$ cat src/sv/ric_pkg.sv
// Shared types and constants for the RV64 instruction classifier.
`timescale 1ns / 1ps

package ric_pkg;

	localparam logic [6:0] OPC_LOAD     = 7'h03;
	localparam logic [6:0] OPC_FENCE    = 7'h0f;
	localparam logic [6:0] OPC_OPIMM    = 7'h13;
	localparam logic [6:0] OPC_AUIPC    = 7'h17;
	localparam logic [6:0] OPC_OPIMM32  = 7'h1b;
	localparam logic [6:0] OPC_STORE    = 7'h23;
	localparam logic [6:0] OPC_AMO      = 7'h2f;
	localparam logic [6:0] OPC_RTYPE    = 7'h33;
	localparam logic [6:0] OPC_LUI      = 7'h37;
	localparam logic [6:0] OPC_RTYPE32  = 7'h3b;
	localparam logic [6:0] OPC_BRANCH   = 7'h63;
	localparam logic [6:0] OPC_JALR     = 7'h67;
	localparam logic [6:0] OPC_JAL      = 7'h6f;
	localparam logic [6:0] OPC_SYSTEM   = 7'h73;

	localparam logic [11:0] CSR_WFI     = 12'h105;
	localparam logic [11:0] CSR_URET    = 12'h002;
	localparam logic [11:0] CSR_SRET    = 12'h102;
	localparam logic [11:0] CSR_HRET    = 12'h202;
	localparam logic [11:0] CSR_MRET    = 12'h302;
	localparam logic [24:0] EBREAK_HIGH = 25'h0002000;
	localparam logic [13:0] SYS_LOW14   = 14'h0073;
	localparam logic [6:0]  SFENCE_F7   = 7'h09;

	typedef enum logic [5:0] {
		K_UNKNOWN = 6'd0,  K_NOP     = 6'd1,  K_RGEN    = 6'd2,
		K_ADD     = 6'd3,  K_SUB     = 6'd4,  K_MUL     = 6'd5,  K_DIV     = 6'd6,
		K_MIN     = 6'd7,  K_SH2ADD  = 6'd8,  K_XNOR    = 6'd9,  K_XOR     = 6'd10,
		K_SLL     = 6'd11, K_MULH    = 6'd12, K_ROL     = 6'd13, K_SH1ADD  = 6'd14,
		K_SLT     = 6'd15, K_SLTU    = 6'd16, K_MULHU   = 6'd17, K_SRL     = 6'd18,
		K_DIVU    = 6'd19, K_MINU    = 6'd20, K_CZEROEQZ = 6'd21, K_SRA    = 6'd22,
		K_ROR     = 6'd23, K_OR      = 6'd24, K_REM     = 6'd25, K_MAX     = 6'd26,
		K_SH3ADD  = 6'd27, K_ORN     = 6'd28,
		K_LB      = 6'd29, K_LH      = 6'd30, K_LW      = 6'd31, K_LD      = 6'd32,
		K_LBU     = 6'd33, K_LHU     = 6'd34, K_LWU     = 6'd35,
		K_SB      = 6'd36, K_SH      = 6'd37, K_SW      = 6'd38, K_SD      = 6'd39,
		K_BEQ     = 6'd40, K_BNE     = 6'd41, K_BLT     = 6'd42, K_BGE     = 6'd43,
		K_BLTU    = 6'd44, K_BGEU    = 6'd45,
		K_LUI     = 6'd46, K_AUIPC   = 6'd47, K_ITYPE   = 6'd48, K_FENCE   = 6'd49,
		K_ATOMIC  = 6'd50, K_JR      = 6'd51, K_JALR    = 6'd52, K_J       = 6'd53,
		K_JAL     = 6'd54, K_SFENCE  = 6'd55, K_WFI     = 6'd56, K_SRET    = 6'd57,
		K_MRET    = 6'd58, K_EBREAK  = 6'd59, K_CSRRW   = 6'd60, K_CSRRSC  = 6'd61,
		K_CSRI    = 6'd62
	} kind_t;

	// predecoded fields and compares, built in front of stage 1
	typedef struct packed {
		logic [6:0] opc;
		logic [2:0] f3;
		logic [6:0] f7;
		logic       rd_zero;
		logic       hi_zero;    // bits 31:7 all zero
		logic       mid_zero;   // bits 19:7 all zero
		logic       low14_sys;
		logic       ebreak;
		logic       csr_wfi;
		logic       csr_uret;
		logic       csr_sret;
		logic       csr_hret;
		logic       csr_mret;
	} pre_t;

	typedef struct packed {
		kind_t kind;
		logic  fatal;
	} cls_t;

endpackage

$ cat src/sv/ric_classify.sv
// Class code and fatal decision from predecoded instruction fields.
`timescale 1ns / 1ps

module ric_classify import ric_pkg::*; (
	input  pre_t pre,
	output cls_t cls
);

	kind_t rkind;

	always_comb begin
		rkind = K_RGEN;
		case (pre.f3)
			3'd0: begin
				if (pre.f7 == 7'h00) rkind = K_ADD;
				else if (pre.f7 == 7'h01) rkind = K_MUL;
				else if (pre.f7 == 7'h20) rkind = K_SUB;
			end
			3'd1: begin
				if (pre.f7 == 7'h00) rkind = K_SLL;
				else if (pre.f7 == 7'h01) rkind = K_MULH;
				else if (pre.f7 == 7'h30) rkind = K_ROL;
			end
			3'd2: begin
				if (pre.f7 == 7'h00) rkind = K_SLT;
				else if (pre.f7 == 7'h10) rkind = K_SH1ADD;
			end
			3'd3: begin
				if (pre.f7 == 7'h00) rkind = K_SLTU;
				else if (pre.f7 == 7'h01) rkind = K_MULHU;
			end
			3'd4: begin
				if (pre.f7 == 7'h00) rkind = K_XOR;
				else if (pre.f7 == 7'h01) rkind = K_DIV;
				else if (pre.f7 == 7'h05) rkind = K_MIN;
				else if (pre.f7 == 7'h10) rkind = K_SH2ADD;
				else if (pre.f7 == 7'h20) rkind = K_XNOR;
			end
			3'd5: begin
				if (pre.f7 == 7'h00) rkind = K_SRL;
				else if (pre.f7 == 7'h01) rkind = K_DIVU;
				else if (pre.f7 == 7'h05) rkind = K_MINU;
				else if (pre.f7 == 7'h07) rkind = K_CZEROEQZ;
				else if (pre.f7 == 7'h20) rkind = K_SRA;
				else if (pre.f7 == 7'h30) rkind = K_ROR;
			end
			3'd6: begin
				if (pre.f7 == 7'h00) rkind = K_OR;
				else if (pre.f7 == 7'h01) rkind = K_REM;
				else if (pre.f7 == 7'h05) rkind = K_MAX;
				else if (pre.f7 == 7'h10) rkind = K_SH3ADD;
				else if (pre.f7 == 7'h20) rkind = K_ORN;
			end
			default: rkind = K_RGEN;
		endcase
	end

	always_comb begin
		cls.kind  = K_UNKNOWN;
		cls.fatal = 1'b0;
		case (pre.opc)
			OPC_LOAD: begin
				case (pre.f3)
					3'd0: cls.kind = K_LB;
					3'd1: cls.kind = K_LH;
					3'd2: cls.kind = K_LW;
					3'd3: cls.kind = K_LD;
					3'd4: cls.kind = K_LBU;
					3'd5: cls.kind = K_LHU;
					3'd6: cls.kind = K_LWU;
					default: cls.kind = K_UNKNOWN;
				endcase
			end
			OPC_FENCE:   cls.kind = K_FENCE;
			OPC_OPIMM:   cls.kind = (pre.f3 == 3'd0 && pre.rd_zero) ? K_NOP : K_ITYPE;
			OPC_AUIPC:   cls.kind = K_AUIPC;
			OPC_OPIMM32: cls.kind = K_ITYPE;
			OPC_STORE: begin
				case (pre.f3)
					3'd0: cls.kind = K_SB;
					3'd1: cls.kind = K_SH;
					3'd2: cls.kind = K_SW;
					3'd3: cls.kind = K_SD;
					default: cls.kind = K_UNKNOWN;
				endcase
			end
			OPC_AMO:     cls.kind = K_ATOMIC;
			OPC_LUI:     cls.kind = K_LUI;
			OPC_JALR:    cls.kind = pre.rd_zero ? K_JR : K_JALR;
			OPC_JAL:     cls.kind = pre.rd_zero ? K_J : K_JAL;
			OPC_RTYPE:   cls.kind = pre.rd_zero ? K_NOP : rkind;
			OPC_RTYPE32: cls.kind = pre.rd_zero ? K_NOP : K_RGEN;
			OPC_BRANCH: begin
				case (pre.f3)
					3'd0: cls.kind = K_BEQ;
					3'd1: cls.kind = K_BNE;
					3'd4: cls.kind = K_BLT;
					3'd5: cls.kind = K_BGE;
					3'd6: cls.kind = K_BLTU;
					3'd7: cls.kind = K_BGEU;
					default: cls.kind = K_UNKNOWN;
				endcase
			end
			OPC_SYSTEM: begin
				// priority order matters: ecall, sfence, xRET/wfi, ebreak, csr forms
				if (pre.hi_zero) cls.fatal = 1'b1;
				else if (pre.f7 == SFENCE_F7 && pre.low14_sys) cls.kind = K_SFENCE;
				else if (pre.mid_zero && pre.csr_wfi) cls.kind = K_WFI;
				else if (pre.mid_zero && pre.csr_uret) cls.fatal = 1'b1;
				else if (pre.mid_zero && pre.csr_sret) cls.kind = K_SRET;
				else if (pre.mid_zero && pre.csr_hret) cls.fatal = 1'b1;
				else if (pre.mid_zero && pre.csr_mret) cls.kind = K_MRET;
				else if (pre.ebreak) cls.kind = K_EBREAK;
				else if (pre.f3 == 3'd1) cls.kind = K_CSRRW;
				else if (pre.f3 inside {3'd2, 3'd3}) cls.kind = K_CSRRSC;
				else if (pre.f3 inside {[3'd5:3'd7]}) cls.kind = K_CSRI;
				else cls.fatal = 1'b1;
			end
			default: cls.kind = K_UNKNOWN;
		endcase
	end

endmodule

$ cat src/sv/riscv_instruction_classifier_core.sv
// Top level: three-stage pipelined RV64 instruction classifier.
//
//  channel      | handshake                          | fields
//  -------------+------------------------------------+----------------------------------
//  instruction  | instruction_valid / instruction_stall | instruction[31:0]
//  result       | result_valid / result_stall        | insn_kind .. mem_disp
//
// One word per cycle unless stalled; stages: predecode, classify, register-use rules.
// Each stage holds its own valid bit and loads when it is empty or the next one advances,
// so bubbles are squeezed out while the output is stalled.
// arst_n clears all valid bits; payload registers are not reset.
`timescale 1ns / 1ps

module riscv_instruction_classifier_core import ric_pkg::*; (
	input  logic               clk,
	input  logic               arst_n,
	input  logic               instruction_valid,
	output logic               instruction_stall,
	input  logic [31:0]        instruction,
	output logic               result_valid,
	input  logic               result_stall,
	output logic [5:0]         insn_kind,
	output logic               fatal,
	output logic [4:0]         dest_reg,
	output logic               writes_dest,
	output logic [4:0]         src1_reg,
	output logic               reads_src1,
	output logic [4:0]         src2_reg,
	output logic               reads_src2,
	output logic               is_load,
	output logic               is_store,
	output logic signed [11:0] mem_disp
);

	logic        valid_s1, valid_s2, valid_s3;
	logic        adv_s1, adv_s2, adv_s3;
	pre_t        pre_c, pre_s1;
	logic [31:0] word_s1, word_s2;
	cls_t        cls_c, cls_s2;

	assign adv_s3 = !valid_s3 || !result_stall;
	assign adv_s2 = !valid_s2 || adv_s3;
	assign adv_s1 = !valid_s1 || adv_s2;
	assign instruction_stall = !adv_s1;

	// stage 1: field compares
	always_comb begin
		pre_c.opc       = instruction[6:0];
		pre_c.f3        = instruction[14:12];
		pre_c.f7        = instruction[31:25];
		pre_c.rd_zero   = (instruction[11:7] == 5'd0);
		pre_c.hi_zero   = (instruction[31:7] == 25'd0);
		pre_c.mid_zero  = (instruction[19:7] == 13'd0);
		pre_c.low14_sys = (instruction[13:0] == SYS_LOW14);
		pre_c.ebreak    = (instruction[31:7] == EBREAK_HIGH);
		pre_c.csr_wfi   = (instruction[31:20] == CSR_WFI);
		pre_c.csr_uret  = (instruction[31:20] == CSR_URET);
		pre_c.csr_sret  = (instruction[31:20] == CSR_SRET);
		pre_c.csr_hret  = (instruction[31:20] == CSR_HRET);
		pre_c.csr_mret  = (instruction[31:20] == CSR_MRET);
	end

	always_ff @(posedge clk or negedge arst_n) begin
		if (!arst_n) begin
			valid_s1 <= 1'b0;
			valid_s2 <= 1'b0;
			valid_s3 <= 1'b0;
		end else begin
			if (adv_s1) valid_s1 <= instruction_valid;
			if (adv_s2) valid_s2 <= valid_s1;
			if (adv_s3) valid_s3 <= valid_s2;
		end
	end

	always_ff @(posedge clk) begin
		if (adv_s1 && instruction_valid) begin
			pre_s1  <= pre_c;
			word_s1 <= instruction;
		end
	end

	// stage 2: class code
	ric_classify u_classify (
		.pre (pre_s1),
		.cls (cls_c)
	);

	always_ff @(posedge clk) begin
		if (adv_s2 && valid_s1) begin
			cls_s2  <= cls_c;
			word_s2 <= word_s1;
		end
	end

	// stage 3: register-use rules and displacement
	logic       wd_c, r1_c, r2_c, ld_c, st_c;
	logic [11:0] disp_c;
	logic       rd_nz, rs1_nz;

	assign rd_nz  = (word_s2[11:7] != 5'd0);
	assign rs1_nz = (word_s2[19:15] != 5'd0);

	always_comb begin
		wd_c   = 1'b0;
		r1_c   = 1'b0;
		r2_c   = 1'b0;
		ld_c   = 1'b0;
		st_c   = 1'b0;
		disp_c = 12'd0;
		case (cls_s2.kind) inside
			[K_RGEN:K_ORN]: begin
				wd_c = 1'b1;
				r1_c = 1'b1;
				r2_c = 1'b1;
			end
			[K_LB:K_LWU]: begin
				wd_c   = 1'b1;
				r1_c   = 1'b1;
				ld_c   = 1'b1;
				disp_c = word_s2[31:20];
			end
			[K_SB:K_SD]: begin
				r1_c   = 1'b1;
				r2_c   = 1'b1;
				st_c   = 1'b1;
				disp_c = {word_s2[31:25], word_s2[11:7]};
			end
			[K_BEQ:K_BGEU]: begin
				r1_c = 1'b1;
				r2_c = 1'b1;
			end
			K_LUI, K_AUIPC, K_JAL: wd_c = 1'b1;
			K_ITYPE, K_JALR: begin
				wd_c = 1'b1;
				r1_c = 1'b1;
			end
			K_ATOMIC: begin
				wd_c = rd_nz;
				r1_c = 1'b1;
				r2_c = 1'b1;
				ld_c = 1'b1;
				st_c = 1'b1;
			end
			K_JR: r1_c = 1'b1;
			K_CSRRW: begin
				wd_c = rd_nz;
				r1_c = 1'b1;
			end
			K_CSRRSC: begin
				wd_c = rd_nz;
				r1_c = rs1_nz;
			end
			K_CSRI: wd_c = rd_nz;
			default: wd_c = 1'b0;
		endcase
	end

	always_ff @(posedge clk) begin
		if (adv_s3 && valid_s2) begin
			insn_kind   <= cls_s2.kind;
			fatal       <= cls_s2.fatal;
			dest_reg    <= word_s2[11:7];
			writes_dest <= wd_c;
			src1_reg    <= word_s2[19:15];
			reads_src1  <= r1_c;
			src2_reg    <= word_s2[24:20];
			reads_src2  <= r2_c;
			is_load     <= ld_c;
			is_store    <= st_c;
			mem_disp    <= disp_c;
		end
	end

	assign result_valid = valid_s3;

endmodule

$ cat config.mk
export PLATFORM = sky130hd
export DESIGN_NAME = riscv_instruction_classifier_core
export DESIGN_NICKNAME = d
export VERILOG_FILES = /design/src/sv/ric_pkg.sv /design/src/sv/ric_classify.sv /design/src/sv/riscv_instruction_classifier_core.sv
export SDC_FILE = /design/constraint.sdc
export NUM_CORES = 1
export LEC_CHECK = 0
export BUFFER_PORTS_ARGS = -buffer_cell sky130_fd_sc_hd__buf_2
export CAP_MARGIN = 20
export CORE_MARGIN = 2
export CORE_UTILIZATION = 40
export DETAILED_ROUTE_END_ITERATION = 7
export GPL_ROUTABILITY_DRIVEN = 0
export GPL_TIMING_DRIVEN = 1
export MAX_ROUTING_LAYER = met4
export SYNTH_ARGS = -nofsm -noshare
export SYNTH_HDL_FRONTEND = slang
export SYNTH_SLANG_ARGS = --single-unit
$ cat constraint.sdc
create_clock -name clk -period 5.8 [get_ports clk]
set_input_delay 0.58 -clock clk [delete_from_list [all_inputs] [get_ports clk]]
set_output_delay 0.58 -clock clk [all_outputs]
set_load 0.01 [all_outputs]
==> results of run 1 <==
==> through the flow <==
step | setup WS (ps) | util, % | instance area (um^2) | power, W
after global routing | 3330 | 49.7 | 6220 | 0.00228
final | 3490 | 49.7 | 6220 | 0.00220
after detailed placement | 3460 | 45.1 | 5650 | 0.00124
after floorplan | 1850 | - | 5080 | 0.00116
after global placement | 3490 | 45.0 | 5630 | 0.00124
after CTS | 3510 | 49.7 | 6220 | 0.00221
==> logic make-up after synthesis <==
family	count (synthesis)	share of synthesized area [%]
AND/OR/NAND/NOR	155	17.3
flip-flops	113	66.5
AO/OA/AOI/OAI	95	12.6
buffers and inverters	28	2.12
XOR/XNOR	4	0.689
multiplexers	4	0.837
==> critical path, cell delays in order, from the launching register on <==
cell and delay [ps]:
edfxtp_1 620, nor4_1 560, and2_1 250, nor2_1 50, a2111oi_0 420, o211ai_1 150
==> worst paths after layout <==
| path | from | end | slack [ps] | cells after the start |
|---|---|---|---|---|
| worst min-delay path | instruction[2] | pre_s1[22] | 350 | 1 |
| worst max-delay path | pre_s1[14] | cls_s2[2] | 3490 | 5 |
| max in group asynchronous | arst_n | valid_s2 | 5190 | 2 |
| min in group asynchronous | arst_n | result_valid | 500 | 2 |
| worst min register to register | word_s1[15] | word_s2[15] | 420 | 0 |
| worst max register to register | pre_s1[14] | cls_s2[2] | 3490 | 5 |
==> cell usage after synthesis (all sizes together) (3+ instances only) <==
library cell / number
nand3b: 6
nor3b: 4
nand4: 9
clkbuf: 16
o211ai: 5
o2111ai: 3
edfxtp: 110
inv: 10
nor2: 26
a22o: 5
o21ai: 21
a21oi: 18
nor3: 14
a31oi: 6
nand3: 10
o22ai: 3
or4: 7
a21o: 3
a211oi: 3
dfrtp: 3
nand2b: 11
and2: 13
o31ai: 5
nand2: 27
nor2b: 8
nor4: 7
==> power groups by stage <==
stage          logic (W)  registers, W  clock network [W]
2_1_floorplan   0.000112       0.00105                  0
3_3_place_gp    0.000179       0.00106                  0
3_5_place_dp    0.000184       0.00106                  0
4_1_cts         0.000185       0.00104           0.000986
5_1_grt         0.000205       0.00105            0.00102
6_report        0.000183       0.00104           0.000968
==> routing by layer <==
metal / vias to the layer above / part of all wire, % / global-route usage, %
met1: 1713 / 43 / 21.7
met3: 14 / 6.2 / 5.50
met4: 0 / 1.6 / 6.35
li1: 1739 / - / -
met5: - / 0 / -
met2: 131 / 49 / 28.2
==> final cells by class <==
cell class	count	share of cell area [%]
inverter	10	0.604
sequential	113	54.3
multi-input combinational	258	25.9
clock buffer	17	6.84
tap	172	3.46
timing repair buffer	79	6.72
clock inverter	15	2.15
==> impl_metrics.ini, run 1 <==
[outcome]
outcome = complete, no violations

[final_layout]
regArea_um2 = 3380
top_regs = pre_s1: 25 flops, word_s2: 22 flops, word_s1: 17 flops
fin_nets = 515
drive_above_1_share_pct = 24.2
fillCellCount = 1107
largest_reg_flops = 25
final_cell_mix = 110 x edfxtp_1, 76 x buf_2, 27 x nand2_1
diodes = 0
regMostFlops = pre_s1
final_common_cell = edfxtp_1
syn2layout_area_growth_pct = 22.3
finalNonFillerCells = 664
multi_input_area_um2 = 1610

[critical_path]
path_class = reg -> reg
start_kind = register
worstPathRequired_ps = 5940
end_kind = register
path_max_fanout = 18
worstPathArrival_ps = 2450

[logic_synthesis]
synth.avg_cell_area_um2 = 12.7
synthesis.area_um2 = 5080
synth_cell_types = 60
ys_async_sr_fraction_pct = 2.65
synth_area_leader_cell = edfxtp_1
syn_nets = 435
ys_seq_area_share_pct = 66.5
syn-instance-count = 399
yosys_warnings = 0
synth.area.top_cells = edfxtp_1 65%, o21ai_0 2.1%, nand2_1 2.0%, nor2_1 1.9%, a21oi_1 1.8%
synth_edf_count = 110
synth_top_area_share_pct = 65.0
synthFlopType = edfxtp_1
ys_ff_latch = 113

[sta]
worst_pin_slew_ps = 989
period_minus_slack_ps = 2310
max_freq_ghz = 0.433
slew-limit-headroom_pct = 34.1
finClkSkew_ps = 8.19
hold_viol = 0
holdWs_ps = 355
fin_crit_sh_pct = 39.8
finalSetupViolations = 0
finalMaxSlewViolations = 0
fin_tns_setup_ps = 0
rsz0062_at_grt = false

[clocking]
cts_buffer_depth = 2
clk_pin_slew_ps = 60
post_cts.repair.setup_buffers = 0
clkLatencyLatePin_ps = 410
cts_sinks = 113
cts_tree = built
htree_levels = 4
cts-root-buf = clkbuf_16
cts_resized = 0
numCtsBuffers = 17
ctsHoldBuffers = 1

[pwr]
p_leak_nw = 2.28
powerDensity_nw_per_um2 = 353
swShare_pct = 24.8
power_switching_w = 0.000545
intPower_w = 0.00165
clockPowerShare_pct = 44.1
p_comb_share_pct = 8.4
peakVddDrop_mv = 0.172
p_seq_share_pct = 47.5

[detailed_routing]
drc = 0
drt_wl_total_um = 10900
ant_nets = 0
via_count = 3597
viasPerCell = 5.42
dr.first_iter.drc_count = 351
drtPass1Iterations = 6
avgRoutedWirePerCell_um = 16.4

[floorplan]
fp.dieArea_um2 = 13600
die_h_um = 117
rows = 41
core_um2 = 12500
ioPinCount = 77
die_w_um = 117
initial_core_util_pct = 40.6

[global_route]
grt_max_degree = 43
grt.overflow.total = 0
grt_pass1_wl_um = 17500
grt_pass1_vias = 3429
grt_util_all_layers_pct = 17.8
antenna_found_initial = 0

[placed_design]
hpwlAfterDp_um = 7730
io_buffer_count = 76
dp_cells = 631

[flow_run]
maxCapViolations = 0

[hold_path]
min_path_type = in -> reg
Note: power is estimated with default switching activity, not from simulation.
==> inputs of run 2 (changes only) <==
- clock period: 5.8 -> 1.9 ns (I/O delays scaled with it)
==> impl_metrics.ini, run 2 (synthesis gave the netlist of run 1 again) <==
[outcome]
outcome = complete, no violations

[final_layout]
drive_above_1_share_pct = 32.8
finalNonFillerCells = 746
fillCellCount = 1061
largest_reg_flops = 25
diodes = 0
regArea_um2 = 3380
final_common_cell = edfxtp_1
multi_input_area_um2 = 1700
final_cell_mix = 110 x edfxtp_1, 76 x buf_2, 52 x buf_4
regMostFlops = pre_s1
syn2layout_area_growth_pct = 38.6
fin_nets = 597
top_regs = pre_s1: 25 flops, word_s2: 22 flops, word_s1: 17 flops

[detailed_routing]
via_count = 3920
dr.first_iter.drc_count = 424
drt_wl_total_um = 11800
avgRoutedWirePerCell_um = 15.8
viasPerCell = 5.25
ant_nets = 0
drtPass1Iterations = 5
drc = 0

[floorplan]
core_um2 = 12500
die_w_um = 117
fp.dieArea_um2 = 13600
ioPinCount = 77
die_h_um = 117
rows = 41
initial_core_util_pct = 40.6

[hold_path]
min_from = instruction[30]
min_path_type = in -> reg
min_to = pre_s1[15]
hold_path_depth = 1

[clocking]
htree_levels = 4
numCtsBuffers = 17
cts_sinks = 113
clkLatencyLatePin_ps = 420
cts_buffer_depth = 2
cts-root-buf = clkbuf_16
clk_pin_slew_ps = 60
cts_tree = built

[sta]
period_minus_slack_ps = 1880
finClkSkew_ps = 7.65
worst_pin_slew_ps = 490
hold_viol = 0
finalMaxSlewViolations = 0
fin_tns_setup_ps = 0
fin_crit_sh_pct = 98.9
max_freq_ghz = 0.532
finalSetupViolations = 0
rsz0062_at_grt = true
slew-limit-headroom_pct = 67.0

[critical_path]
start_kind = register
worstReg2RegEnd = cls_s2[2]
r2r_slack_ps = 20
worstPathArrival_ps = 2040
r2r-start = pre_s1[11]
cp_slowest_cell = or4_4
cp_cell_sequence = or4_4 -> o31ai_2 -> a211oi_1 -> a41oi_1 -> o211ai_1
r2r_cells = 5
end_kind = register
critPathBufInv = 0
path_max_fanout = 4
path_delay_family = simple AND/OR/NAND/NOR gates
path_class = reg -> reg
slowest_delay_ps = 590
worstPathRequired_ps = 2060

[pwr]
powerDensity_nw_per_um2 = 1000
p_seq_share_pct = 44.1
p_leak_nw = 2.71
power_switching_w = 0.00174
p_comb_share_pct = 11.3
peakVddDrop_mv = 0.572
swShare_pct = 24.7
intPower_w = 0.00532
clockPowerShare_pct = 44.7

[global_route]
grt_max_degree = 43
grt.overflow.total = 0
grt_pass1_vias = 3720
grt_util_all_layers_pct = 19.3
antenna_found_initial = 0
grt_pass1_wl_um = 18900

[placed_design]
dp_cells = 677
hpwlAfterDp_um = 8320
io_buffer_count = 76

[flow_run]
maxCapViolations = 0
-- run 2: cell types whose count changed in the layout (fill, tap and decap cells not counted), sizes merged --
cell         before  now
buf              78  131
bufinv            1    2
clkinv            8    3
dlygate4sd3       1   30
inv              14   18
-- run 2: power by group through the flow --
stage	combinational [W]	clock [W]	sequential (W)
4_1_cts	0.000780	0.00322	0.00311
6_report	0.000796	0.00315	0.00311
3_3_place_gp	0.000712	0	0.00316
3_5_place_dp	0.000720	0	0.00316
2_1_floorplan	0.000345	0	0.00319
5_1_grt	0.000876	0.00333	0.00314
-- run 2: worst reg2reg max path, stage by stage (launching register included) --
cell and delay [ps]:
edfxtp_1 460, or4_4 590, o31ai_2 190, a211oi_1 70
a41oi_1 200, o211ai_1 120
-- run 2: timing repair --
| item | CTS | global route |
|---|---|---|
| pin swaps | 3 | 4 |
| hold buffers | 30 | 0 |
| hold endpoints to repair | 32 | 0 |
| setup buffers | 3 | 4 |
| resized for setup | 5 | 15 |
| endpoints found under the setup margin | 1 | 7 |
-- run 2: area by class of cell --
cell class              instances  area share [%]
flip-flops and latches        113            47.9
multi-input cells             258            24.1
repair buffers                161            15.9
clock buffers                  17            6.04
well taps                     172            3.05
clock inverters                15            2.42
inverters                      10           0.533
-- run 2: layer usage --
metal / vias to the layer above / share of wire (%) / GRT usage (%)
met5: - / 0 / -
met4: 0 / 2.4 / 7.92
met3: 28 / 6.1 / 5.81
met2: 148 / 49 / 29.9
met1: 1853 / 43 / 23.6
li1: 1891 / - / -
-- run 2: worst max-delay path by stage --
stage                     startpoint        end  cells after the start
after global placement    pre_s1[11]  cls_s2[2]                      5
after floorplan           pre_s1[15]  cls_s2[2]                      5
after detailed placement  pre_s1[11]  cls_s2[2]                      5
after global routing      pre_s1[11]  cls_s2[3]                      5
after CTS                 pre_s1[23]  cls_s2[4]                      5
final                     pre_s1[11]  cls_s2[2]                      5
-- run 2: metrics by stage --
stage | utilization, % | power, W | setup WS [ps] | cell area, um^2 | hold slack (ps)
after global routing | 56.3 | 0.00735 | -59.7 | 7050 | 27.1
after CTS | 55.5 | 0.00712 | 6.28 | 6950 | 2.32
after floorplan | - | 0.00353 | 16.3 | 5100 | -106
after global placement | 48.0 | 0.00387 | -24.6 | 6010 | -12.9
after detailed placement | 48.0 | 0.00388 | -72.3 | 6010 | -8.79
final | 56.3 | 0.00706 | 20.2 | 7050 | 35.3
==> inputs of run 3 (changes only) <==
- clock period: 1.9 -> 2.28 ns (I/O delays scaled with it)
==> impl_metrics.ini, run 3 (synthesis gave the netlist of run 1 again) <==
[final_layout]
design_area_um2 = 6610
fillCellCount = 1080
regArea_um2 = 3380
regMostFlops = pre_s1
top_regs = pre_s1: 25 flops, word_s2: 22 flops, word_s1: 17 flops
multi_input_area_um2 = 1610
drive_above_1_share_pct = 25.1
syn2layout_area_growth_pct = 30.0
diodes = 0
final_cell_mix = 110 x edfxtp_1, 76 x buf_2, 27 x nand2_1
finalNonFillerCells = 697
fin_nets = 548
largest_reg_flops = 25
final_common_cell = edfxtp_1

[pwr]
peakVddDrop_mv = 0.420
powerDensity_nw_per_um2 = 914
p_leak_nw = 2.47

[sta]
rsz0062_at_grt = false
period_minus_slack_ps = 2160
fin_tns_setup_ps = 0
finalSetupViolations = 0
holdWs_ps = 26.2
worst_pin_slew_ps = 596
hold_viol = 0
slew-limit-headroom_pct = 60.2
fin_crit_sh_pct = 94.8
max_freq_ghz = 0.463
finalMaxSlewViolations = 0
finClkSkew_ps = 12.1

[critical_path]
critPathBufInv = 2
path_delay_family = simple AND/OR/NAND/NOR gates
path_class = in -> reg
crit_end = pre_s1[8]
end_kind = register
r2r_cells = 5
path_max_fanout = 2
cp.depth = 7
r2r_slack_ps = 240
crit_path_frequent_cell = or4_4
cp_slowest_cell = or4_4
worstPathRequired_ps = 2550
slowest_delay_ps = 550
cp_cell_sequence = dlygate4sd3_1 -> buf_2 -> or4_4 -> or4_4 -> nor4_4 -> nand4_2 -> nor2_1
cp-startpoint = instruction[7]
worstPathArrival_ps = 2430
start_kind = input port
worstReg2RegEnd = cls_s2[2]
r2r-start = pre_s1[11]

[floorplan]
initial_core_util_pct = 40.6
rows = 41
ioPinCount = 77
fp.dieArea_um2 = 13600
die_w_um = 117
die_h_um = 117
core_um2 = 12500

[clocking]
numCtsBuffers = 17
clk_pin_slew_ps = 50
cts_resized = 0
htree_levels = 4
cts-root-buf = clkbuf_16
cts_tree = built
clkLatencyLatePin_ps = 420
cts_buffer_depth = 2
cts_sinks = 113

[detailed_routing]
avgRoutedWirePerCell_um = 16.3
via_count = 3678
drt_wl_total_um = 11400
dr.first_iter.drc_count = 295
drc = 0
drtPass1Iterations = 5
ant_nets = 0
viasPerCell = 5.28

[global_route]
grt_pass1_wl_um = 17700
grt.overflow.total = 0
grt_util_all_layers_pct = 18.2
grt_max_degree = 40
antenna_found_initial = 0
grt_pass1_vias = 3471

[placed_design]
hpwlAfterDp_um = 7990
place_area_um2 = 5770
dp_cells = 646
io_buffer_count = 76

[hold_path]
hold_path_depth = 2
min_path_type = in -> reg

[outcome]
outcome = complete, no violations

[flow_run]
maxCapViolations = 0
[run 3: timing repair]
| item | in CTS | in global routing |
|---|---|---|
| hold buffers | 18 | 1 |
| endpoints found under the hold margin | 20 | 1 |
| setup buffers | 0 | 0 |
[run 3: metal layers]
metal	up-vias	GRT usage [%]	wire, um
met5	-	-	0
met4	0	7.92	197
met3	21	5.03	694
met2	155	27.6	5540
met1	1710	22.9	4940
li1	1792	-	-
[run 3: how the worst min path moves through the flow]
stage	from	to	slack, ps
floorplan	arst_n	result_valid	-70
global placement	arst_n	result_valid	20
detailed placement	arst_n	result_valid	30
CTS	instruction[9]	word_s1[9]	0.2
global route	instruction[12]	pre_s1[17]	10
finish	instruction_valid	valid_s1	30
[run 3: area by class of cell]
class / instances / area share, %
flip-flops and latches: 113 / 51.1
clock buffers: 19 / 6.55
clock inverters: 13 / 3.16
inverters: 10 / 0.568
repair buffers: 112 / 10.9
multi-input cells: 258 / 24.4
well taps: 172 / 3.26
[run 3: per-stage QoR]
stage                     power (W)  util (%)  setup slack [ps]
after floorplan             0.00294         -               244
after global placement      0.00318      46.1               260
after detailed placement    0.00319      46.1               233
after CTS                   0.00609      52.7               140
after global routing        0.00624      52.8              48.9
final                       0.00604      52.8               119
[run 3: report_power, final]
| group | internal (W) | switching, W | leakage (nW) |
|---|---|---|---|
| registers | 0.00251 | 0.000109 | 1.11 |
| clock network | 0.00194 | 0.000920 | 0.306 |
| logic | 0.000232 | 0.000330 | 1.06 |
